$ cat config.mk
export PLATFORM = sky130hd
export DESIGN_NAME = spbpc_iter
export DESIGN_NICKNAME = d
export VERILOG_FILES = /design/src/spbpc_pkg.sv /design/src/spbpc_iter.sv
export SDC_FILE = /design/constraint.sdc
export NUM_CORES = 1
export LEC_CHECK = 0
export ABC_AREA = 1
export ABC_CLOCK_PERIOD_IN_PS = 2300
export BUFFER_PORTS_ARGS = -buffer_cell sky130_fd_sc_hd__buf_4
export CAP_MARGIN = 20
export CORE_ASPECT_RATIO = 2
export CORE_MARGIN = 4
export CORE_UTILIZATION = 58
export DETAILED_ROUTE_END_ITERATION = 8
export GPL_TIMING_DRIVEN = 0
export PLACE_DENSITY = 0.94
export SLEW_MARGIN = 20
export SYNTH_ARGS = -nofsm -noshare
export SYNTH_HDL_FRONTEND = slang
export SYNTH_SLANG_ARGS = --single-unit
$ cat constraint.sdc
create_clock -name aclk -period 2.3 [get_ports aclk]
set_input_delay 0.345 -clock aclk [delete_from_list [all_inputs] [get_ports aclk]]
set_output_delay 0.345 -clock aclk [all_outputs]
set_load 0.05 [all_outputs]
$ cat src/spbpc_pkg.sv
`default_nettype none

package spbpc_pkg;

    localparam int DEF_SAMPLE_WIDTH = 24;
    localparam int DEF_ANGLE_WIDTH  = 16;
    localparam int POWER_WIDTH      = 48;
    localparam int MAG_WIDTH        = 24;
    localparam int CORDIC_STEPS     = 32;
    localparam int CORDIC_WIDTH     = 64;
    localparam int NORM_MSB         = 60;
    localparam int ACC_WIDTH        = 32;

    // per-request control bits that travel with the data
    typedef struct packed {
        logic valid;
        logic last;
        logic re_neg;
        logic im_neg;
        logic swapped;
        logic zero;
    } flags_t;

    // atan(2^-i), 2^32 counts per full turn
    function automatic logic [ACC_WIDTH-1:0] atan_entry(input logic [4:0] idx);
        logic [ACC_WIDTH-1:0] t;
        unique case (idx)
            5'd0:  t = 32'h2000_0000;
            5'd1:  t = 32'h12E4_051E;
            5'd2:  t = 32'h09FB_385B;
            5'd3:  t = 32'h0511_11D4;
            5'd4:  t = 32'h028B_0D43;
            5'd5:  t = 32'h0145_D7E1;
            5'd6:  t = 32'h00A2_F61E;
            5'd7:  t = 32'h0051_7C55;
            5'd8:  t = 32'h0028_BE53;
            5'd9:  t = 32'h0014_5F2F;
            5'd10: t = 32'h000A_2F98;
            5'd11: t = 32'h0005_17CC;
            5'd12: t = 32'h0002_8BE6;
            5'd13: t = 32'h0001_45F3;
            5'd14: t = 32'h0000_A2FA;
            5'd15: t = 32'h0000_517D;
            5'd16: t = 32'h0000_28BE;
            5'd17: t = 32'h0000_145F;
            5'd18: t = 32'h0000_0A30;
            5'd19: t = 32'h0000_0518;
            5'd20: t = 32'h0000_028C;
            5'd21: t = 32'h0000_0146;
            5'd22: t = 32'h0000_00A3;
            5'd23: t = 32'h0000_0051;
            5'd24: t = 32'h0000_0029;
            5'd25: t = 32'h0000_0014;
            5'd26: t = 32'h0000_000A;
            5'd27: t = 32'h0000_0005;
            5'd28: t = 32'h0000_0003;
            5'd29: t = 32'h0000_0001;
            5'd30: t = 32'h0000_0001;
            5'd31: t = 32'h0000_0000;
        endcase
        return t;
    endfunction

endpackage

`default_nettype wire

$ cat src/spbpc_iter.sv
`default_nettype none

module spbpc_iter #(
    parameter int SAMPLE_WIDTH = spbpc_pkg::DEF_SAMPLE_WIDTH,
    parameter int STEP         = 0
) (
    input  wire logic                                      aclk,
    input  wire logic                                      aresetn,
    input  wire logic                                      ce,
    input  wire spbpc_pkg::flags_t                         flags_in,
    input  wire logic signed [spbpc_pkg::CORDIC_WIDTH-1:0] x_in,
    input  wire logic signed [spbpc_pkg::CORDIC_WIDTH-1:0] y_in,
    input  wire logic [spbpc_pkg::ACC_WIDTH-1:0]           z_in,
    input  wire logic [SAMPLE_WIDTH+2:0]                   rem_in,
    input  wire logic [SAMPLE_WIDTH-1:0]                   root_in,
    input  wire logic [2*SAMPLE_WIDTH-1:0]                 power_in,
    output spbpc_pkg::flags_t                              flags_out,
    output logic signed [spbpc_pkg::CORDIC_WIDTH-1:0]      x_out,
    output logic signed [spbpc_pkg::CORDIC_WIDTH-1:0]      y_out,
    output logic [spbpc_pkg::ACC_WIDTH-1:0]                z_out,
    output logic [SAMPLE_WIDTH+2:0]                        rem_out,
    output logic [SAMPLE_WIDTH-1:0]                        root_out,
    output logic [2*SAMPLE_WIDTH-1:0]                      power_out
);

    localparam int SW = SAMPLE_WIDTH;
    localparam int RW = SAMPLE_WIDTH + 3;
    localparam int CW = spbpc_pkg::CORDIC_WIDTH;
    localparam int ZW = spbpc_pkg::ACC_WIDTH;
    localparam logic [ZW-1:0] ATAN_STEP = spbpc_pkg::atan_entry(5'(STEP));

    spbpc_pkg::flags_t     flags_reg;
    logic signed [CW-1:0]  x_reg, x_next, y_reg, y_next;
    logic [ZW-1:0]         z_reg, z_next;
    logic [RW-1:0]         rem_reg, rem_next;
    logic [SW-1:0]         root_reg, root_next;
    logic [2*SW-1:0]       power_reg;

    // one vectoring rotation: drive y toward zero
    always_comb begin
        if (!y_in[CW-1]) begin
            x_next = x_in + (y_in >>> STEP);
            y_next = y_in - (x_in >>> STEP);
            z_next = z_in + ATAN_STEP;
        end else begin
            x_next = x_in - (y_in >>> STEP);
            y_next = y_in + (x_in >>> STEP);
            z_next = z_in - ATAN_STEP;
        end
    end

    // one digit of the restoring square root, two power bits per step
    if (STEP < SAMPLE_WIDTH) begin : g_sqrt
        localparam int K = SAMPLE_WIDTH - 1 - STEP;
        logic [RW-1:0] rem_sh, trial;

        always_comb begin
            rem_sh = {rem_in[RW-3:0], power_in[2*K+1 -: 2]};
            trial  = RW'({root_in, 2'b01});
            if (rem_sh >= trial) begin
                rem_next  = rem_sh - trial;
                root_next = {root_in[SW-2:0], 1'b1};
            end else begin
                rem_next  = rem_sh;
                root_next = {root_in[SW-2:0], 1'b0};
            end
        end
    end else begin : g_pass
        always_comb begin
            rem_next  = rem_in;
            root_next = root_in;
        end
    end

    always_ff @(posedge aclk) begin
        if (!aresetn) begin
            flags_reg <= '0;
        end else if (ce) begin
            flags_reg <= flags_in;
        end
    end

    always_ff @(posedge aclk) begin
        if (ce) begin
            x_reg     <= x_next;
            y_reg     <= y_next;
            z_reg     <= z_next;
            rem_reg   <= rem_next;
            root_reg  <= root_next;
            power_reg <= power_in;
        end
    end

    assign flags_out = flags_reg;
    assign x_out     = x_reg;
    assign y_out     = y_reg;
    assign z_out     = z_reg;
    assign rem_out   = rem_reg;
    assign root_out  = root_reg;
    assign power_out = power_reg;

endmodule

`default_nettype wire

==> run metrics, run 1 <==
Die Height 318 um; status aborted with a tool error; synthesized area 0.0279 mm2; starting density of the core 0.586; Synth top area share 0.278; Root Driver clkbuf_16; first-pass GRT wire length 242000 um; htree depth 1; Ys Warns 0; Distinct cells, synth 48; Die W 163 um; Fail Step global routing (5_1_grt); post-detail-place hpwl 113000 um; cell count after placement 5515; port bufs 529; Post-synth ARST share 0; vias in the first global route 36095; row count 113; total grt overflow 55; syn_area_per_cell 6.40 um2; Yosys reg bits 264; number of buffers created by CTS 24; Post-Syn Instances 4352; Seq/Total Area, Yosys 0.282; Error [ERROR GRT-0116] Global routing finished with congestion. Check the congestion regions in the DRC Viewer.; main area contributors after synthesis edfxtp_1, nand2_1, inv_1; EDFF count, synth 258; # IOs 533; dpl cell area 0.0327 mm2; total number of clock tree sinks 264; ys flop type edfxtp_1; gr usage total 0.632; Place WS -0.738 ns; Placer Congestion 1.22; Mapped Nets 4840; CTS Buffer Depth 3; Synth area leader edfxtp_1; largest net degree at the start of global routing 109
[per-stage QoR]
step / util / hold WS [ns]
3_5_place_dp: 0.688 / 0.506
2_1_floorplan: - / 0.444
4_1_cts: 0.725 / 0.0103
3_3_place_gp: 0.687 / 0.481
[cell usage after synthesis (7+ instances only)]
master    number
a21o_1         7
a21oi_1      218
a21oi_2       10
a31oi_1        7
buf_2         15
buf_4         45
buf_6         17
clkbuf_1      15
edfxtp_1     258
ha_1         216
inv_1        845
inv_2         34
nand2_1     1537
nand2_2       32
nand2_4        9
nand3_1      334
nand3_2       11
nand4_1       49
nor2_1       263
nor2_2        60
nor2_4         9
nor3_1        15
nor3_2        23
o21ai_0      143
o21ai_1       21
o21bai_1      35
o22ai_1       11
xor2_1        62
[routing by layer]
| metal | track usage | GRT overflow |
|---|---|---|
| met1 | 0.562 | 0 |
| met2 | 0.886 | 27 |
| met3 | 0.382 | 1 |
| met4 | 0.736 | 27 |
| met5 | 0.0986 | 0 |
[logic make-up after synthesis]
logic type               Yosys count  share of synthesized area
buffers and inverters            974                      0.143
XOR/XNOR                          67                     0.0211
AO/OA/AOI/OAI                    466                     0.0916
AND/OR/NAND/NOR                 2361                      0.362
flip-flops                       264                      0.282
adder cells (fa/ha/maj)          220                     0.0999
[timing repair]
| item | in CTS |
|---|---|
| pin swaps | 0 |
| hold buffers | 99 |
| hold endpoints to repair | 99 |
| resized for setup | 8 |
| setup buffers | 0 |
| setup endpoints to repair | 26 |
==> run 2, diff against run 1 <==
--- a/config.mk
+++ b/config.mk
@@ -9,12 +9,11 @@
 export ABC_CLOCK_PERIOD_IN_PS = 2300
 export BUFFER_PORTS_ARGS = -buffer_cell sky130_fd_sc_hd__buf_4
 export CAP_MARGIN = 20
-export CORE_ASPECT_RATIO = 2
 export CORE_MARGIN = 4
-export CORE_UTILIZATION = 58
+export CORE_UTILIZATION = 40
 export DETAILED_ROUTE_END_ITERATION = 8
 export GPL_TIMING_DRIVEN = 0
-export PLACE_DENSITY = 0.94
+export PLACE_DENSITY_LB_ADDON = 0.15
 export SLEW_MARGIN = 20
 export SYNTH_ARGS = -nofsm -noshare
 export SYNTH_HDL_FRONTEND = slang
==> run 2 against run 1 <==
The flow now finishes without violations. Synthesized cell count is the same. Synthesized area unchanged.
==> run metrics, run 2 <==
RSZ-0062 raised after global routing yes; Final Setup Violations 0; synthesized area 0.0279 mm2; CP peak stage delay 0.39 ns; Die W 272 um; crit path max-delay cell type a21oi_1; Data required, critical path 2.61 ns; largest net degree at the start of global routing 82; Sw Ratio 0.447; most frequent cells after synthesis nand2_1, inv_1, nand3_1; DR iter-0 viols 2787; Rel. slew slack 0.187; DR pass1 iterations 6; htree depth 2; Antenna Nets Post-Route 0; sw power 0.00934 W; Buf/Inv on CP 4; main area contributors after synthesis edfxtp_1, nand2_1, inv_1; minimum clock period 2.28 ns; Root Driver clkbuf_16; R2R Setup Slk 1.60 ns; Final #Nets 5508; via count 30659; Slew Limit Fails 0; CTS Buffer Depth 3; gr usage total 0.331; Worst VDD drop 0.559 mV; Ys Warns 0; status complete, no violations; # IOs 533; worst path cell trace buf_4 > inv_1 > ha_1 > buf_4 > nand2_1 > inv_1 > a21oi_1 > o21ai_0 > a21oi_1 > nand4_1 > nand3_1 > nand2_1; area delta synth->final 26.8%; Core Area 0.0688 mm2; total grt overflow 0; post-detail-place hpwl 107000 um; starting density of the core 0.405; hold depth 3; Min Hold Slack 0.0316 ns; Post-Syn Instances 4352; CP Max Fanout 10; Hold Path End flags_out[4]; Synth top area share 0.278; cell with the most instances after synthesis nand2_1; number of buffers created by CTS 34; final worst clock skew 0 ns; drt wl/cell 21.5 um; Seq/Total Area, Yosys 0.282; layout cell share with drive strength beyond 1 0.179; R2R Path End flags_out[0]; vias in the first global route 28699; Crit Path Category in -> reg; routed wire length 128000 um; Fmax achieved 438 MHz; PD cells 592 mW/mm2; Logic pwr share 0.468; row count 96; clk_lat worst skew 0.56 ns; initial antenna violation count 1; Yosys reg bits 264; Sequential Power Share 0.296; Post-synth ARST share 0; LEAKAGE 18.9 nW; Worst-path clk slew 0.06 ns; Final Hold Vio Count 0; Via density 5.13; ys flop type edfxtp_1; clock network fraction of design power 0.237; EDFF count, synth 258; number of flip-flops in the largest register 64; Register-to-Register Path Depth 2; Least-Margin Pin Slew 1.22 ns; delay-heaviest family, CP compound AO/OA/AOI/OAI gates; Placer Congestion 1.02; WP data arrival 2.60 ns; Remaining DRCs 0; Mapped Nets 4840; Critical Path End Type flop; port bufs 529; Distinct cells, synth 48; startpoint types input port; overall power 0.0209 W; worst r2r src flags_out[0]; Max-cap violations 0; P_int 0.0116 W; Die Height 272 um; syn_area_per_cell 6.40 um2; most frequent cells in the layout nand2_1, inv_1, buf_4; CTS tree done; Worst Hold Class in -> reg; period utilisation layout 0.993; hold path start flags_in[4]; Synth area leader edfxtp_1; die area 0.0739 mm2; most common cell after layout, fill and taps aside nand2_1; first-pass GRT wire length 183000 um; total number of clock tree sinks 264
==> run 2: cell counts after synthesis <==
No cell type changed its count.
==> run 2: cell type report <==
| type | count | area, um2 |
|---|---|---|
| diodes | 1 | 2.50 |
| plain buffers | 94 | 698 |
| clock buffers | 41 | 877 |
| clock inverters | 20 | 116 |
| fillers | 7141 | 33500 |
| inverters | 880 | 3310 |
| multi-input cells | 3114 | 16200 |
| flip-flops and latches | 264 | 7870 |
| well taps | 931 | 1160 |
| repair buffers | 632 | 5060 |
==> run 2: cells by family after synthesis <==
family	after synthesis	synth area share
simple gates	2361	0.362
buf+inv	974	0.143
compound gates	466	0.0916
flops	264	0.282
fa+ha+maj	220	0.0999
xor+xnor	67	0.0211
==> run 2: timing repair <==
action / in CTS / in global routing
endpoints found under the hold margin: 98 / 0
setup endpoints to repair: 36 / 93
resized for setup: 11 / 64
hold buffers: 98 / 0
setup buffers: 0 / 2
gates cloned: 0 / 0
pin swaps: 1 / 3
==> run 2: how the worst max path moves through the flow <==
stage	slack, ns	to	from	cells after the start
final	0.02	x_out[48]	x_in[34]	12
after global routing	-0.02	y_out[34]	x_in[3]	16
after CTS	0.0008	x_out[30]	x_in[23]	13
after detailed placement	-0.80	y_out[56]	x_in[0]	15
after global placement	-1.53	flags_out[3]	ce	4
after floorplan	0.18	y_out[48]	y_in[0]	15
==> run 2: worst register-to-register path, cell delays in order, from the launching register on <==
cell and delay [ns]:
dfxtp_1 0.32, o21ai_0 0.20, nor2_1 0.07
==> run 2: per-layer routing <==
layer  vias to the layer above  track usage  part of all wire
met1                     14164        0.437              0.42
met2                      1373        0.548              0.45
met4                         0        0.118             0.043
met3                       230       0.0548             0.082
li1                      14892            -                 -
met5                         -            0                 0
==> run 2: power by group through the flow <==
stage	combinational (W)	sequential, W	clock (W)
final	0.00978	0.00618	0.00495
after global routing	0.0104	0.00623	0.00528
after CTS	0.00954	0.00618	0.00509
after detailed placement	0.00935	0.00627	0
after global placement	0.00934	0.00627	0
after floorplan	0.00390	0.00825	0
==> run 2: through the flow <==
stage                     setup slack, ns  cell area, um2  instances  setup TNS, ns   util
final                              0.0166           35300       5977              0  0.513
after global routing              -0.0233           35300       5977        -0.0576  0.513
after CTS                        0.000827           35100       5974              0  0.510
after detailed placement           -0.795           33100       5815         -60.79  0.481
after global placement              -1.53           33000       5812        -336.04  0.479
after floorplan                     0.182           27900       4352              0      -
Note: power is estimated with default switching activity, not from simulation.
