<file path="config.mk">
export PLATFORM = sky130hd
export DESIGN_NAME = spbpc_front
export DESIGN_NICKNAME = d
export VERILOG_FILES = /design/src/spbpc_pkg.sv /design/src/spbpc_front.sv
export SDC_FILE = /design/constraint.sdc
export NUM_CORES = 2
export LEC_CHECK = 0
export BUFFER_PORTS_ARGS = -buffer_cell sky130_fd_sc_hd__buf_2
export CAP_MARGIN = 0
export CELL_PAD_IN_SITES_DETAIL_PLACEMENT = 1
export CELL_PAD_IN_SITES_GLOBAL_PLACEMENT = 2
export CORE_MARGIN = 2
export CORE_UTILIZATION = 46
export CTS_BUF_LIST = sky130_fd_sc_hd__clkbuf_8
export DETAILED_ROUTE_END_ITERATION = 10
export HOLD_SLACK_MARGIN = 0.15
export PLACE_DENSITY = 0.95
export SYNTH_ARGS = -nofsm -noshare
export SYNTH_HDL_FRONTEND = slang
export SYNTH_SLANG_ARGS = --single-unit
</file>
<file path="constraint.sdc">
create_clock -name aclk -period 13.2 [get_ports aclk]
set_input_delay 2.64 -clock aclk [delete_from_list [all_inputs] [get_ports aclk]]
set_output_delay 2.64 -clock aclk [all_outputs]
set_load 0.01 [all_outputs]
</file>
<file path="src/spbpc_pkg.sv">
`default_nettype none

package spbpc_pkg;

    localparam int DEF_SAMPLE_WIDTH = 24;
    localparam int DEF_ANGLE_WIDTH  = 16;
    localparam int POWER_WIDTH      = 48;
    localparam int MAG_WIDTH        = 24;
    localparam int CORDIC_STEPS     = 32;
    localparam int CORDIC_WIDTH     = 64;
    localparam int NORM_MSB         = 60;
    localparam int ACC_WIDTH        = 32;

    // per-request control bits that travel with the data
    typedef struct packed {
        logic valid;
        logic last;
        logic re_neg;
        logic im_neg;
        logic swapped;
        logic zero;
    } flags_t;

    // atan(2^-i), 2^32 counts per full turn
    function automatic logic [ACC_WIDTH-1:0] atan_entry(input logic [4:0] idx);
        logic [ACC_WIDTH-1:0] t;
        unique case (idx)
            5'd0:  t = 32'h2000_0000;
            5'd1:  t = 32'h12E4_051E;
            5'd2:  t = 32'h09FB_385B;
            5'd3:  t = 32'h0511_11D4;
            5'd4:  t = 32'h028B_0D43;
            5'd5:  t = 32'h0145_D7E1;
            5'd6:  t = 32'h00A2_F61E;
            5'd7:  t = 32'h0051_7C55;
            5'd8:  t = 32'h0028_BE53;
            5'd9:  t = 32'h0014_5F2F;
            5'd10: t = 32'h000A_2F98;
            5'd11: t = 32'h0005_17CC;
            5'd12: t = 32'h0002_8BE6;
            5'd13: t = 32'h0001_45F3;
            5'd14: t = 32'h0000_A2FA;
            5'd15: t = 32'h0000_517D;
            5'd16: t = 32'h0000_28BE;
            5'd17: t = 32'h0000_145F;
            5'd18: t = 32'h0000_0A30;
            5'd19: t = 32'h0000_0518;
            5'd20: t = 32'h0000_028C;
            5'd21: t = 32'h0000_0146;
            5'd22: t = 32'h0000_00A3;
            5'd23: t = 32'h0000_0051;
            5'd24: t = 32'h0000_0029;
            5'd25: t = 32'h0000_0014;
            5'd26: t = 32'h0000_000A;
            5'd27: t = 32'h0000_0005;
            5'd28: t = 32'h0000_0003;
            5'd29: t = 32'h0000_0001;
            5'd30: t = 32'h0000_0001;
            5'd31: t = 32'h0000_0000;
        endcase
        return t;
    endfunction

endpackage

`default_nettype wire

</file>
<file path="src/spbpc_front.sv">
`default_nettype none

module spbpc_front #(
    parameter int SAMPLE_WIDTH = spbpc_pkg::DEF_SAMPLE_WIDTH
) (
    input  wire logic                                      aclk,
    input  wire logic                                      aresetn,
    input  wire logic                                      ce,
    input  wire logic                                      in_valid,
    input  wire logic                                      in_last,
    input  wire logic [SAMPLE_WIDTH-1:0]                   real_part,
    input  wire logic [SAMPLE_WIDTH-1:0]                   imag_part,
    output spbpc_pkg::flags_t                              flags_out,
    output logic signed [spbpc_pkg::CORDIC_WIDTH-1:0]      x_out,
    output logic signed [spbpc_pkg::CORDIC_WIDTH-1:0]      y_out,
    output logic [2*SAMPLE_WIDTH-1:0]                      power_out
);

    localparam int SW  = SAMPLE_WIDTH;
    localparam int PW  = 2 * SAMPLE_WIDTH;
    localparam int CW  = spbpc_pkg::CORDIC_WIDTH;
    localparam int XN  = spbpc_pkg::NORM_MSB + 1;
    localparam int NSH = $clog2(SAMPLE_WIDTH);

    // stage 1: input capture
    spbpc_pkg::flags_t f1_reg, f1_next;
    logic [SW-1:0]     re_reg, im_reg;

    // stage 2: absolute values
    spbpc_pkg::flags_t f2_reg, f2_next;
    logic [SW-1:0]     ar_reg, ar_next, ai_reg, ai_next;

    // stage 3: squares and octant fold
    spbpc_pkg::flags_t f3_reg, f3_next;
    logic [PW-1:0]     sqr_reg, sqr_next, sqi_reg, sqi_next;
    logic [SW-1:0]     mx_reg, mx_next, mn_reg, mn_next;

    // stage 4: power sum and normalization
    spbpc_pkg::flags_t f4_reg;
    logic [PW-1:0]     power_reg, power_next;
    logic [XN-1:0]     nx_reg, nx_next, ny_reg, ny_next;

    always_comb begin
        f1_next       = '0;
        f1_next.valid = in_valid;
        f1_next.last  = in_last;
    end

    // stage 2 logic
    always_comb begin
        f2_next        = f1_reg;
        f2_next.re_neg = re_reg[SW-1];
        f2_next.im_neg = im_reg[SW-1];
        ar_next        = re_reg[SW-1] ? (~re_reg + 1'b1) : re_reg;
        ai_next        = im_reg[SW-1] ? (~im_reg + 1'b1) : im_reg;
    end

    // stage 3 logic
    always_comb begin
        f3_next         = f2_reg;
        f3_next.swapped = ai_reg > ar_reg;
        f3_next.zero    = (ar_reg == '0) && (ai_reg == '0);
        sqr_next        = PW'(ar_reg) * PW'(ar_reg);
        sqi_next        = PW'(ai_reg) * PW'(ai_reg);
        mx_next         = f3_next.swapped ? ai_reg : ar_reg;
        mn_next         = f3_next.swapped ? ar_reg : ai_reg;
    end

    // stage 4 logic: leading-zero shift in halving steps until the msb reaches the top
    always_comb begin
        power_next = sqr_reg + sqi_reg;
        nx_next    = XN'(mx_reg) << (XN - SW);
        ny_next    = XN'(mn_reg) << (XN - SW);
        for (int j = NSH - 1; j >= 0; j--) begin
            if ((nx_next >> (XN - (1 << j))) == '0) begin
                nx_next = nx_next << (1 << j);
                ny_next = ny_next << (1 << j);
            end
        end
    end

    // control registers
    always_ff @(posedge aclk) begin
        if (!aresetn) begin
            f1_reg <= '0;
            f2_reg <= '0;
            f3_reg <= '0;
            f4_reg <= '0;
        end else if (ce) begin
            f1_reg <= f1_next;
            f2_reg <= f2_next;
            f3_reg <= f3_next;
            f4_reg <= f3_reg;
        end
    end

    // payload registers
    always_ff @(posedge aclk) begin
        if (ce) begin
            re_reg    <= real_part;
            im_reg    <= imag_part;
            ar_reg    <= ar_next;
            ai_reg    <= ai_next;
            sqr_reg   <= sqr_next;
            sqi_reg   <= sqi_next;
            mx_reg    <= mx_next;
            mn_reg    <= mn_next;
            power_reg <= power_next;
            nx_reg    <= nx_next;
            ny_reg    <= ny_next;
        end
    end

    assign flags_out = f4_reg;
    assign x_out     = CW'(nx_reg);
    assign y_out     = CW'(ny_reg);
    assign power_out = power_reg;

endmodule

`default_nettype wire

</file>
# Word-level counts from Yosys, hierarchy flattened
# Cells that the tools add are included.
# W data, S select, Z words.
[totals] reg_bits=428 input_bits=53
[classes] n_mux=14 addsub=3 reduce_logical=8 bitwise=2 n_mul=2 n_lt_le_gt_ge=1
[ops] cell="$mux W61" n=10
[ops] cell="$logic_not A61 Y1" n=5
[ops] cell="$mul A24 B24 Y48" n=2
[ops] cell="$add A24 B1 Y24 const B" n=2
[ops] cell="$add A48 B48 Y48" n=1
[ops] cell="$logic_not A24 Y1" n=2
[ops] cell="$mux W24" n=2
[ops] cell="$not A24 Y24" n=2
[ops] cell="$mux W23" n=2
[ops] cell="$gt A24 B24 Y1" n=1
[ops] cell="$logic_and A1 B1 Y1" n=1

# Longest topological paths before layout
[logic_depth] depth_word=10 depth_mapped=28 mapped_depth_nobuf=27

# Least setup slack after synthesis
# No wires, ideal clock.
[synth_path] path_type="register to register" startpoint="reg ai_reg[12]" endpoint="reg sqi_reg[46] (data pin)" slack_ns=5.715 arrival_ns=7.220 setup_time_ns=0.265 path_stages_with_launch=29 n_path_buf=2 synth_period_minus_slack_ns=7.485 required_ns=12.935 path_cell_list="edfxtp_1 clkbuf_1 clkbuf_1 nand2_1 inv_1 fa_1 fa_1 inv_1 fa_1 inv_1 fa_1 inv_1 fa_1 inv_1 fa_1 inv_1 fa_1 inv_1 ha_1 a21oi_1 nand2_1 a211oi_1 and2_1 a211oi_2 a2111oi_0 o41ai_2 a31oi_1 o21ai_0 xor2_1"
[synth_via] elab_chain_cells=1
[synth_rtl] item="start, declared" line_no="spbpc_front.sv:31" rtl="logic [SW-1:0] ar_reg, ar_next, ai_reg, ai_next;"
[synth_rtl] item="start signal, assigned" line_no="spbpc_front.sv:103" rtl="ai_reg <= ai_next;"
[synth_rtl] item="$mul A24 B24 Y48" line_no="spbpc_front.sv:64" rtl="sqi_next = PW'(ai_reg) * PW'(ai_reg);"
[synth_rtl] item="via sqi_next[46]" line_no="spbpc_front.sv:35" rtl="logic [PW-1:0] sqr_reg, sqr_next, sqi_reg, sqi_next;"
[synth_rtl] item="end signal, assigned" line_no="spbpc_front.sv:105" rtl="sqi_reg <= sqi_next;"
[synth_rtl] item="end, declared" line_no="spbpc_front.sv:35"
# The timed path passes the listed nets, and every way through them passes these cells.
# A chain may end at the register's enable or synchronous reset.

# Worst setup path after layout
[layout_path] startpoint="reg ar_reg[6]" endpoint="reg sqr_reg[47] (data pin)"
[layout_via] elab_chain_cells=1
[layout_rtl] item="start, declared" line_no="spbpc_front.sv:31"
[layout_rtl] item="start signal, assigned" line_no="spbpc_front.sv:102" rtl="ar_reg <= ar_next;"
[layout_rtl] item="$mul A24 B24 Y48" line_no="spbpc_front.sv:63" rtl="sqr_next = PW'(ar_reg) * PW'(ar_reg);"
[layout_rtl] item="via sqr_next[47]" line_no="spbpc_front.sv:35"
[layout_rtl] item="end signal, assigned" line_no="spbpc_front.sv:104" rtl="sqr_reg <= sqr_next;"
[layout_rtl] item="end, declared" line_no="spbpc_front.sv:35"
# The timed path passes the listed nets, and every way through them passes these cells.

==> impl_table.tex <==
\begin{tabular}{lr}
\hline
Metric & Value \\
\hline
\multicolumn{2}{l}{\textbf{Logic synthesis}} \\
Prevailing post-synth register cell & edfxtp\_1 \\
Post-synthesis async set-or-reset flop share & 0\% \\
Synth top area share & 34.1\% \\
Number of warnings issued by yosys & 0 \\
Mean post-synth cell area & 9.97 um\^{}2 \\
Synth cell types & 82 \\
Share of the yosys chip area belonging to registers & 20.9\% \\
EDFF count, synth & 334 \\
Largest cells by area after synthesis & fa\_1 (34\%), edfxtp\_1 (20\%), ha\_1 (11\%) \\
Mapped Cells & 4976 \\
Dominant cell type by area after synthesis & fa\_1 \\
Cell area after technology mapping & 49600 um\^{}2 \\
Register bit count reported by yosys & 352 \\
\multicolumn{2}{l}{\textbf{GRT}} \\
GRT Util Overall & 27.3\% \\
Most used routing layer & met2 \\
Pin count of the biggest net entering global routing & 155 \\
Number of antenna violations at the first check in global routing & 10 \\
GRT overflow & 0 \\
GR Layer Usage met1 & 34.6\% \\
Number of global-route vias before repair & 40400 \\
First-pass GRT wire length & 231000 um \\
Fraction of met3 tracks used by global routing & 4.33\% \\
GRT met2 Usage & 47.6\% \\
\multicolumn{2}{l}{\textbf{CTS}} \\
Clock tree root buffer cell & clkbuf\_8 \\
\# clock sinks & 352 \\
Number of instances resized during post-cts repair & 0 \\
Max Buffers Root-to-Sink & 3 \\
Clock-pin slew of the registers on the worst-case setup and hold paths & 0.06 ns \\
CTS hold repair buffers & 0 \\
CTS tree & done \\
Deepest level of the CTS H-tree & 3 \\
Buffers inserted during post-CTS setup optimization & 0 \\
Clock insertion delay at the later pin of the skew report & 0.71 ns \\
Number of CTS-inserted buffers & 67 \\
\multicolumn{2}{l}{\textbf{Setup path}} \\
Required @ worst endpoint & 13.59 ns \\
Maximum cell stage delay along the critical path & 0.67 ns \\
Kind of start point of the critical path & flop \\
CP endpoint kind & flop \\
Slowest stage cell on the critical path & clkinv\_1 \\
Most frequent CP cell & fa\_1 \\
Endpoint of the worst register-to-register path & sqr\_reg[47] \\
Reg-to-reg critical path startpoint & ar\_reg[6] \\
Cell count of the worst reg-to-reg path & 25 \\
Arrival time reported for the critical path endpoint & 9.23 ns \\
Critical path type & reg -> reg \\
Largest driver fanout on the critical path & 20 \\
Register-to-Register Setup Slack & 4.36 ns \\
\multicolumn{2}{l}{\textbf{STA}} \\
Final Hold Viols & 0 \\
Clock period minus final worst setup slack & 8.84 ns \\
Setup repair after global routing missed its margin & false \\
Hold\_ws & 0.500 ns \\
Max Transition Viols Final & 0 \\
Final period util & 67.0\% \\
Worst slew margin relative to its limit & 20.7\% \\
Highest attainable clock frequency & 113 MHz \\
Sum of negative setup slack & 0 ns \\
Total of endpoints with negative setup slack in the final report & 0 \\
Worst-case clock skew & 0.0596 ns \\
Actual transition at the worst max-transition pin & 1.18 ns \\
\multicolumn{2}{l}{\textbf{Die}} \\
Chip Height & 332 um \\
Row count & 120 \\
Die extent in x & 332 um \\
Std-Cell Core Area & 107000 um\^{}2 \\
Overall die area & 111000 um\^{}2 \\
Initial cell density of the core & 46.4\% \\
I/O Pins & 235 \\
\multicolumn{2}{l}{\textbf{Detailed routing}} \\
Pre-Repair DR Iteration Count & 5 \\
DRC violation total after the first TritonRoute iteration & 2304 \\
Drt wl/cell & 22.6 um \\
Total vias in the final route & 35500 \\
Number of vias per cell & 5.41 \\
Final WL & 148000 um \\
Total DRC errors in the routed layout & 0 \\
Antenna Violating Nets Remaining & 0 \\
\multicolumn{2}{l}{\textbf{Run}} \\
Max-capacitance violation count & 0 \\
\multicolumn{2}{l}{\textbf{Placement}} \\
Count of placed standard cells including taps & 6436 \\
GPL Wtd Cong & 0.925 \\
DPL Wire Length & 117000 um \\
\# port buffers & 154 \\
Dpl cell area & 51700 um\^{}2 \\
\multicolumn{2}{l}{\textbf{Min path}} \\
Class of the tightest hold or removal check & reg -> reg \\
Hold-critical path depth & 0 \\
Startpoint of the lowest-slack hold path & re\_reg[0] \\
Hold Path Sink & ar\_reg[0] \\
\multicolumn{2}{l}{\textbf{Finish}} \\
Layout Cells excl Fill & 6558 \\
Layout cells sized above 1 & 7.51\% \\
Summed area of non-filler cells in the final layout & 53100 um\^{}2 \\
Signed area change from the synthesized netlist to the final layout & 6.96\% \\
Flip-flop count of the largest register, all copies and words added & 48 \\
Nets & 6426 \\
\multicolumn{2}{l}{\textbf{Outcome}} \\
Run status & completed \\
\hline
\end{tabular}
## cell families after synthesis
| family | synth area share, % |
|---|---|
| mux | 2.41 |
| other cells | 0.00756 |
| xor+xnor | 3.28 |
| simple gates | 9.78 |
| fa+ha+maj | 44.8 |
| flops | 20.9 |
| compound gates | 6.78 |
| buf+inv | 12.0 |
## cell type report
cell class / count / area, um^2
Clock buffer: 73 / 1000
Sequential cell: 352 / 10400
Fill cell: 12100 / 54000
Antenna cell: 1 / 2.50
Clock inverter: 48 / 342
Timing Repair Buffer: 229 / 1360
Inverter: 1232 / 4620
Multi-Input combinational cell: 3220 / 33600
Tap cell: 1403 / 1760
## synthesized netlist by cell type (38+ instances only)
cell and instances:
xor2_1 47, inv_1 1225, o21ai_0 102, a21o_1 71
and2_1 123, fa_1 845, mux2i_1 79, nand2_1 410
a21oi_1 165, xnor2_1 139, nor2_1 271, nand3_1 38
ha_1 426, buf_4 86, edfxtp_1 334, clkbuf_1 135
## stage by stage
step | util (%) | setup slack [ns]
finish | 49.6 | 4.36
global route | 49.6 | 4.03
global placement | 48.3 | 4.87
CTS | 49.6 | 4.54
floorplan | - | 5.71
detailed placement | 48.3 | 4.65
## how the worst max path moves through the flow
stage                from           to  slack [ns]
3_5_place_dp    ar_reg[6]  sqr_reg[47]        4.65
6_report        ar_reg[6]  sqr_reg[47]        4.36
2_1_floorplan  ai_reg[12]  sqi_reg[46]        5.71
4_1_cts         ar_reg[6]  sqr_reg[47]        4.54
3_3_place_gp    ar_reg[6]  sqr_reg[47]        4.87
5_1_grt         ar_reg[6]  sqr_reg[47]        4.03
## critical path: cells and delay by family (launching register included)
family / cells / cell delay, ns
AND/OR/NAND/NOR: 4 / 1.17
buffers and inverters: 5 / 1.25
flip-flops: 1 / 0.35
adder cells (fa/ha/maj): 8 / 3.37
XOR/XNOR: 1 / 0.22
AO/OA/AOI/OAI: 7 / 2.17
## cell usage in the layout, fill, tap and decap left out, types with 6 or more instances in the layout
master,n
fa_1,845
nand4_1,26
o31ai_1,20
a211oi_1,12
dfxtp_1,18
buf_2,153
o21a_1,26
clkbuf_8,73
edfxtp_1,334
nor2b_1,35
mux2_2,34
nand2b_1,21
and2_1,123
mux2i_1,79
a21o_1,71
conb_1,80
xor2_1,47
a21oi_1,164
o21ai_1,6
or3_1,17
clkinv_2,6
buf_4,74
o21ai_0,102
clkinv_1,17
nand2_1,410
nor4_1,22
inv_1,1244
a31oi_1,15
and4_1,6
nand3_1,38
nor3_1,26
or2_2,10
o41ai_1,8
ha_1,426
a221oi_1,12
nor2_1,271
o21bai_1,20
xnor2_1,139
and3_1,23
## layer usage
layer	wire length [um]	share of wire [%]
met1	59600	40
met2	73800	50
met3	9210	6.2
met4	5360	3.6
met5	11	0.0074
Power is not shown: default switching activity piles up to over one toggle a cycle in this logic, so the estimate is an artifact.
