## src/spbpc_pkg.sv

```systemverilog
`default_nettype none

package spbpc_pkg;

    localparam int DEF_SAMPLE_WIDTH = 24;
    localparam int DEF_ANGLE_WIDTH  = 16;
    localparam int POWER_WIDTH      = 48;
    localparam int MAG_WIDTH        = 24;
    localparam int CORDIC_STEPS     = 32;
    localparam int CORDIC_WIDTH     = 64;
    localparam int NORM_MSB         = 60;
    localparam int ACC_WIDTH        = 32;

    // per-request control bits that travel with the data
    typedef struct packed {
        logic valid;
        logic last;
        logic re_neg;
        logic im_neg;
        logic swapped;
        logic zero;
    } flags_t;

    // atan(2^-i), 2^32 counts per full turn
    function automatic logic [ACC_WIDTH-1:0] atan_entry(input logic [4:0] idx);
        logic [ACC_WIDTH-1:0] t;
        unique case (idx)
            5'd0:  t = 32'h2000_0000;
            5'd1:  t = 32'h12E4_051E;
            5'd2:  t = 32'h09FB_385B;
            5'd3:  t = 32'h0511_11D4;
            5'd4:  t = 32'h028B_0D43;
            5'd5:  t = 32'h0145_D7E1;
            5'd6:  t = 32'h00A2_F61E;
            5'd7:  t = 32'h0051_7C55;
            5'd8:  t = 32'h0028_BE53;
            5'd9:  t = 32'h0014_5F2F;
            5'd10: t = 32'h000A_2F98;
            5'd11: t = 32'h0005_17CC;
            5'd12: t = 32'h0002_8BE6;
            5'd13: t = 32'h0001_45F3;
            5'd14: t = 32'h0000_A2FA;
            5'd15: t = 32'h0000_517D;
            5'd16: t = 32'h0000_28BE;
            5'd17: t = 32'h0000_145F;
            5'd18: t = 32'h0000_0A30;
            5'd19: t = 32'h0000_0518;
            5'd20: t = 32'h0000_028C;
            5'd21: t = 32'h0000_0146;
            5'd22: t = 32'h0000_00A3;
            5'd23: t = 32'h0000_0051;
            5'd24: t = 32'h0000_0029;
            5'd25: t = 32'h0000_0014;
            5'd26: t = 32'h0000_000A;
            5'd27: t = 32'h0000_0005;
            5'd28: t = 32'h0000_0003;
            5'd29: t = 32'h0000_0001;
            5'd30: t = 32'h0000_0001;
            5'd31: t = 32'h0000_0000;
        endcase
        return t;
    endfunction

endpackage

`default_nettype wire

```

## src/spbpc_back.sv

```systemverilog
`default_nettype none

module spbpc_back #(
    parameter int SAMPLE_WIDTH = spbpc_pkg::DEF_SAMPLE_WIDTH,
    parameter int ANGLE_WIDTH  = spbpc_pkg::DEF_ANGLE_WIDTH,
    localparam int M_DW = ((spbpc_pkg::POWER_WIDTH + spbpc_pkg::MAG_WIDTH + ANGLE_WIDTH + 7)
                           / 8) * 8
) (
    input  wire logic                            aclk,
    input  wire logic                            aresetn,
    input  wire spbpc_pkg::flags_t               flags_in,
    input  wire logic [spbpc_pkg::ACC_WIDTH-1:0] z_in,
    input  wire logic [SAMPLE_WIDTH-1:0]         root_in,
    input  wire logic [2*SAMPLE_WIDTH-1:0]       power_in,
    input  wire logic                            m_tready,
    output logic                                 m_tvalid,
    output logic [M_DW-1:0]                      m_tdata,
    output logic                                 m_tlast,
    output logic                                 ce
);

    localparam int ZW    = spbpc_pkg::ACC_WIDTH;
    localparam int AW    = ANGLE_WIDTH;
    localparam int PWR_W = spbpc_pkg::POWER_WIDTH;
    localparam int MAG_W = spbpc_pkg::MAG_WIDTH;

    logic [ZW-1:0]   z_oct, z_half, z_full, z_round;
    logic [AW-1:0]   phase;
    logic [M_DW-1:0] res_data;
    logic            res_valid, take;

    logic            out_valid_reg, out_valid_next, out_last_reg, out_last_next;
    logic [M_DW-1:0] out_data_reg, out_data_next;
    logic            skid_valid_reg, skid_valid_next, skid_last_reg, skid_last_next;
    logic [M_DW-1:0] skid_data_reg, skid_data_next;

    // unfold the octant angle and round to the output angle width
    always_comb begin
        z_oct   = flags_in.swapped ? ((ZW'(1) << (ZW - 2)) - z_in) : z_in;
        z_half  = flags_in.re_neg ? ((ZW'(1) << (ZW - 1)) - z_oct) : z_oct;
        z_full  = flags_in.im_neg ? (~z_half + 1'b1) : z_half;
        z_round = z_full + (ZW'(1) << (ZW - 1 - AW));
        phase   = flags_in.zero ? '0 : z_round[ZW-1 -: AW];
    end

    // result word: power, magnitude, phase from the lowest bit up
    assign res_data  = M_DW'({phase, MAG_W'(root_in), PWR_W'(power_in)});
    assign ce        = !skid_valid_reg;
    assign res_valid = ce && flags_in.valid;
    assign take      = out_valid_reg && m_tready;

    // output register with one skid entry behind it
    always_comb begin
        out_valid_next  = out_valid_reg;
        out_data_next   = out_data_reg;
        out_last_next   = out_last_reg;
        skid_valid_next = skid_valid_reg;
        skid_data_next  = skid_data_reg;
        skid_last_next  = skid_last_reg;
        priority if (skid_valid_reg) begin
            if (take || !out_valid_reg) begin
                out_valid_next  = 1'b1;
                out_data_next   = skid_data_reg;
                out_last_next   = skid_last_reg;
                skid_valid_next = 1'b0;
            end
        end else if (res_valid) begin
            if (take || !out_valid_reg) begin
                out_valid_next = 1'b1;
                out_data_next  = res_data;
                out_last_next  = flags_in.last;
            end else begin
                skid_valid_next = 1'b1;
                skid_data_next  = res_data;
                skid_last_next  = flags_in.last;
            end
        end else if (take) begin
            out_valid_next = 1'b0;
        end
    end

    always_ff @(posedge aclk) begin
        if (!aresetn) begin
            out_valid_reg  <= 1'b0;
            skid_valid_reg <= 1'b0;
        end else begin
            out_valid_reg  <= out_valid_next;
            skid_valid_reg <= skid_valid_next;
        end
    end

    always_ff @(posedge aclk) begin
        out_data_reg  <= out_data_next;
        out_last_reg  <= out_last_next;
        skid_data_reg <= skid_data_next;
        skid_last_reg <= skid_last_next;
    end

    assign m_tvalid = out_valid_reg;
    assign m_tdata  = out_data_reg;
    assign m_tlast  = out_last_reg;

endmodule

`default_nettype wire

```

## config.mk

```make
export PLATFORM = sky130hd
export DESIGN_NAME = spbpc_back
export DESIGN_NICKNAME = d
export VERILOG_FILES = /design/src/spbpc_pkg.sv /design/src/spbpc_back.sv
export SDC_FILE = /design/constraint.sdc
export NUM_CORES = 1
export LEC_CHECK = 0
export ABC_AREA = 1
export ABC_CLOCK_PERIOD_IN_PS = 5900
export BUFFER_PORTS_ARGS = -buffer_cell sky130_fd_sc_hd__buf_2
export CAP_MARGIN = 20
export CORE_ASPECT_RATIO = 1.75
export CORE_MARGIN = 1
export CORE_UTILIZATION = 28
export DETAILED_ROUTE_END_ITERATION = 10
export GPL_ROUTABILITY_DRIVEN = 0
export HOLD_SLACK_MARGIN = 0.06
export PLACE_DENSITY = 0.56
export SLEW_MARGIN = 20
export SYNTH_ARGS = -nofsm -noshare
export SYNTH_HDL_FRONTEND = slang
export SYNTH_SLANG_ARGS = --single-unit
```

## constraint.sdc

```tcl
create_clock -name aclk -period 5.9 [get_ports aclk]
set_clock_uncertainty 0.1 [all_clocks]
set_input_delay 1.18 -clock aclk [delete_from_list [all_inputs] [get_ports aclk]]
set_output_delay 1.18 -clock aclk [all_outputs]
set_load 0.005 [all_outputs]
```

### Word-level counts from Yosys, hierarchy flattened

Index checks and enable logic that the tools add are counted.

| word-level totals | value |
|---|---|
| bits of input ports | 113 |
| flip-flop bits (word level) | 180 |
| output and inout bits | 91 |
| word-level logic and storage cells | 41 |

| cells by class | value |
|---|---|
| add/sub/neg operators | 4 |
| bitwise operators | 3 |
| reduce and logical (&&, ||, !) cells | 9 |
| muxes and demuxes | 19 |

Operators by type and width:

| operator | count |
|---|---|
| 88-bit 2-to-1 mux | 4 |
| 32-bit 2-to-1 mux | 3 |
| 32-bit by 1-bit adder with 32-bit output, second input constant | 1 |
| 32-bit by 16-bit adder with 32-bit output, second input constant | 1 |
| 32-bit inverter | 1 |
| 31-bit by 32-bit subtractor with 32-bit output, first input constant | 1 |
| 32-bit subtractor, first input constant | 1 |
| 16-bit 2-to-1 mux | 1 |
| 1-bit 2-to-1 mux | 11 |
| 3-bit AND reduction | 1 |
| 3-bit nonzero test | 1 |
| 1-bit logical AND | 2 |
| 1-bit logical NOT | 2 |
| 1-bit inverter | 2 |
| 2-bit AND reduction | 1 |
| 2-bit nonzero test | 1 |
| 1-bit logical OR | 1 |

### Logic depth before layout (Yosys ltp)

| depth | value |
|---|---|
| depth in word-level cells | 12 |
| gate-level depth with buffers | 32 |

### Worst setup path before layout

OpenSTA, ideal clock, no wires.

| path | value |
|---|---|
| path type | in2reg |
| start point | in m_tready |
| end point | reg skid_data_reg[0], enable pin |
| path slack | 0.172 ns |
| stages | 3 |
| arrival | 5.090 ns |
| path buffers | 0 |
| required time | 5.263 ns |
| cell sequence | nor2_1 -> inv_1 -> nor2_1 |

| on the way | value |
|---|---|
| longest elaborated chain between the ends | 4 |

Ends and longest elaborated chain:

| item | RTL line | source |
|---|---|---|
| start: declaration | spbpc_back.sv:15 | `input wire logic m_tready,` |
| 1-bit logical AND | spbpc_back.sv:50 | `assign take = out_valid_reg && m_tready;` |
| 1-bit logical OR | spbpc_back.sv:68 | `if (take \|\| !out_valid_reg) begin` |
| 1-bit inverter (no source line) | -- |  |
| 3-bit AND reduction (no source line) | -- |  |
| end signal: assignment | spbpc_back.sv:95 | `skid_data_reg <= skid_data_next;` |
| end: declaration | spbpc_back.sv:35 | `logic [M_DW-1:0] skid_data_reg, skid_data_next;` |

No other way between the ends.
A chain may end at the register's enable or synchronous reset.

### Worst setup path in the final report

| path | value |
|---|---|
| start point | in flags_in[1] (netlist bit) |
| end point | reg out_data_reg[85], in the netlist m_tdata[85], data pin |

| on the way | value |
|---|---|
| longest elaborated chain between the ends | 11 |

Ends and longest elaborated chain:

| item | RTL line | source |
|---|---|---|
| start: declaration | spbpc_back.sv:11 | `input wire spbpc_pkg::flags_t flags_in,` |
| 32-bit 2-to-1 mux (*) | spbpc_back.sv:39 | `z_oct = flags_in.swapped ? ((ZW'(1) << (ZW - 2)) - z_in) : z_in;` |
| 32-bit subtractor | spbpc_back.sv:40 | `z_half = flags_in.re_neg ? ((ZW'(1) << (ZW - 1)) - z_oct) : z_oct;` |
| 32-bit 2-to-1 mux (*) | spbpc_back.sv:40 |  |
| 32-bit inverter | spbpc_back.sv:41 | `z_full = flags_in.im_neg ? (~z_half + 1'b1) : z_half;` |
| 32-bit by 1-bit adder with 32-bit output | spbpc_back.sv:41 |  |
| 32-bit 2-to-1 mux (*) | spbpc_back.sv:41 |  |
| 32-bit by 16-bit adder with 32-bit output (*) | spbpc_back.sv:42 | `z_round = z_full + (ZW'(1) << (ZW - 1 - AW));` |
| 16-bit 2-to-1 mux (*) | spbpc_back.sv:43 | `phase = flags_in.zero ? '0 : z_round[ZW-1 -: AW];` |
| 88-bit 2-to-1 mux (*) | spbpc_back.sv:68 |  |
| 88-bit 2-to-1 mux (*) | spbpc_back.sv:67 | `end else if (res_valid) begin` |
| 88-bit 2-to-1 mux (*) | spbpc_back.sv:60 | `priority if (skid_valid_reg) begin` |
| via out_data_next[85] | spbpc_back.sv:33 | `logic [M_DW-1:0] out_data_reg, out_data_next;` |
| end signal: assignment | spbpc_back.sv:93 | `out_data_reg <= out_data_next;` |
| end: declaration | spbpc_back.sv:33 |  |

Mark *: on every way through the listed nets, which the timed path passes. The rest lies on a longest branch. The select of a mux whose other input is x is not followed.

==> metrics.log <==
[metrics] top area cells in the synthesized netlist: edfxtp_1, nand2_1, nand3_1
[metrics] terminating pin of the worst hold path: m_tdata[7]$_DFFE_PP_
[metrics] Detailed Route Iter0 Violations: 388
[metrics] EDFF count, synth: 178
[metrics] endpoint required time on the critical path: around 6000 ps
[metrics] chip height: between 200 and 300 um
[metrics] most common library cell in the layout ignoring fill and taps: nand2_1
[metrics] maximum number of pins on one net before global-route repair: 95
[metrics] clock power share: between 30 and 40%
[metrics] Pre-antenna DRT Iters: 8
[metrics] number of buffers inserted by hold repair at cts: 0
[metrics] Reg2Reg Launch Point: skid_valid_reg$_SDFF_PN0_
[metrics] Power Dens Cells: approximately 240 nW/um2
[metrics] biggest fanout along the worst timing path: 39
[metrics] net count of the mapped netlist: around 1,400
[metrics] Total Routed Length: 27.5 mm
[metrics] Worst setup EP type: flop
[metrics] FF-to-FF End: m_tdata[32]$_DFFE_PP_
[metrics] post-synth top area cell: edfxtp_1
[metrics] first-pass GRT wire length: between 40 and 50 mm
[metrics] row count: 93
[metrics] insertion delay to the later sink of the worst-skew pair: between 400 and 500 ps
[metrics] power share of the combinational group: between 10% and 20%
[metrics] count of cell types in the netlist: 42
[metrics] internal power: about 0.0022 W
[metrics] number of buffers inserted to repair setup after CTS: 0
[metrics] worst endpoint data arrival time: about 5000 ps
[metrics] cell at the root of the clock tree: clkbuf_16
[metrics] outcome: finished clean
[metrics] die width: between 100 and 150 um
[metrics] synthesized netlist cell count: ~1,300
[metrics] antenna violations before repair: 1
[metrics] highest attainable clock frequency: roughly 210 MHz
[metrics] Antenna diodes: 0
[metrics] fraction of final layout cells with drive strength greater than 1: between 20% and 30%
[metrics] Worst-path clk slew: roughly 70 ps
[metrics] tightest slew margin relative to the limit: between 30% and 40%
[metrics] total half-perimeter wirelength after legalization and detailed placement: 21.0 mm
[metrics] area of the core: 36,800 um2
[metrics] leading cell types in the layout, fill and taps excluded: nand2_1, buf_2, edfxtp_1, nand3_1, inv_1
[metrics] WHS: between 400 and 500 ps
[metrics] via count of the routed design: between 8,000 and 9,000
[metrics] total congestion overflow: 0
[metrics] net switching fraction of the power: approximately 27%
[metrics] Post-synth top flop: edfxtp_1
[metrics] Final Net Count: ~1,600
[metrics] part of the cycle the worst path needs: roughly four fifths
[metrics] worst r2r path cells: 4
[metrics] Synth-to-Final Area Change: 20.1%
[metrics] #FFs+latches synth: 180
[metrics] RSZ-0062 raised after global routing: false
[metrics] minimum clock period: between 4000 and 5000 ps
[metrics] post-synthesis async set-or-reset flop share: 0%
[metrics] area of all placed cells without fillers: around 13,000 um2
[metrics] H-tree lvl count: 4
[metrics] critical setup path kind: in2reg
[metrics] WHS Path Cells: 2
[metrics] setup TNS: 0 ps
[metrics] standard cell area after detailed placement: approximately 12,000 um2
[metrics] slew at the pin closest to its max-slew limit: 1030 ps
[metrics] fillers: 3,879
[metrics] count of warnings emitted by yosys: 0
[metrics] Critical path origin: flags_in[1]
[metrics] count of maximum capacitance violations: 0
[metrics] average via count per standard cell: about 4.5
[metrics] clock tree buffer depth: 2
[metrics] slack of the worst reg-to-reg path: between 3000 and 4000 ps
[metrics] number of cells upsized or downsized after cts: 0
[metrics] global routing usage summed across all routing layers: around 14%
[metrics] top-level port count: between 200 and 250
[metrics] CTS tree: done
[metrics] # DRC: 0
[metrics] count of input and output buffers: between 200 and 250
[metrics] Die Area: about 38,000 um2
[metrics] CTS buffer count: 17
[metrics] synthesized area per cell: between 8 and 9 um2
[metrics] top-area cell type share of the netlist area: roughly 51%
[metrics] Starting Density: ~28%
[metrics] final-report setup violation count: 0
[metrics] Switch Pwr: 0.000833 W
[metrics] register area share after synthesis: about half
[metrics] Syn Std Cell Area: between 10,000 and 15,000 um2
[metrics] category of the worst setup path launch point: input port
[metrics] final hold viol count: 0
[metrics] Clock Sink Count: 180
[metrics] number of pins with negative max-slew slack in the final report: 0
[metrics] leakage dissipation: around 5.8 nW
[metrics] hold_sp: skid_data_reg[7]$_DFFE_PP_
[metrics] Detail Route Antenna Nets: 0
[metrics] routed length per placed instance: ~14 um
[metrics] classification of the worst-slack hold path: reg2reg
[metrics] share of total power in sequential cells: 49.5%
[metrics] via count of the first global-routing pass: 8,554
[metrics] highest ir drop seen on vdd: between 100 and 150 uV
[worst max-delay path, stage by stage]
cell     delay, ps
buf_2          560
inv_4          150
a21oi_1        320
nand2_1        180
nor2_2         150
nand2_2         90
nor2_4         190
nand2_4        100
nand3_1         80
nand2_1        100
nor2_1         130
nand2_1        110
nor2_2         130
nand3_2        150
nand2_1         90
nand2_1         50
nand2_1         80
ha_1           190
nand3_1        150
inv_1          160
nand2_2        110
nor2_4         150
nand3_1        100
nand4_1        100
nand2_1         80
[worst max path at each step]
stage,end,slack [ps],cells after the start
after floorplan,skid_data_reg[0]$_DFFE_PP_,170,3
after global placement,m_tdata[83]$_DFFE_PP_,720,25
after detailed placement,m_tdata[83]$_DFFE_PP_,640,25
after CTS,m_tdata[83]$_DFFE_PP_,1110,25
after global routing,m_tdata[85]$_DFFE_PP_,640,25
final,m_tdata[85]$_DFFE_PP_,1100,25
[cells in the mapped netlist (all sizes together) (2+ instances only)]
master  count
a21oi       8
a31oi       2
and2        2
and3        3
buf        15
clkbuf     20
clkinv      2
dfxtp       2
edfxtp    178
ha          3
inv       111
nand2     604
nand3     123
nand3b     11
nand4      16
nor2      132
nor3        7
nor4        2
o21ai      25
o21bai      4
xnor2       2
xor2        3
[layer usage]
layer	vias to the layer above	track usage, %	share of wire, %
met5	-	0	0
met4	0	6.04	3.0
met3	44	2.07	5.0
met2	243	27.1	53
met1	4011	15.7	39
li1	4525	-	-
[power groups by stage]
stage	clock network, W	registers (W)	logic (W)
global placement	0	0.00153	0.000499
detailed placement	0	0.00153	0.000508
global route	0.00110	0.00151	0.000571
CTS	0.00106	0.00150	0.000510
floorplan	0	0.00154	0.000312
finish	0.00103	0.00150	0.000505
[metrics by stage]
step / setup slack [ps] / utilization [%] / instances / total power [W]
after floorplan: 172 / - / 1279 / 0.00185
after global placement: 723 / 32.6 / 1928 / 0.00203
after detailed placement: 643 / 32.7 / 1929 / 0.00204
after CTS: 1110 / 34.1 / 1961 / 0.00307
after global routing: 637 / 34.1 / 1961 / 0.00318
final: 1100 / 34.1 / 1961 / 0.00303
[cells by family after synthesis]
group,after synthesis,synth area share (%)
XOR/XNOR,5,0.419
adder cells (fa/ha/maj),3,0.359
AND/OR/NAND/NOR,901,39.7
AO/OA/AOI/OAI,42,2.32
buffers and inverters,148,5.63
flip-flops,180,51.5
[final cells by class]
type | instances | area, um2 | area share [%]
Multi-Input combinational cell | 951 | 4490 | 35.8
Tap cell | 475 | 594 | 4.74
Clock buffer | 18 | 429 | 3.42
Sequential cell | 180 | 5390 | 43.0
Timing Repair Buffer | 210 | 1110 | 8.82
Inverter | 113 | 429 | 3.42
Clock inverter | 14 | 106 | 0.848
Note: power is estimated with default switching activity, not from simulation.
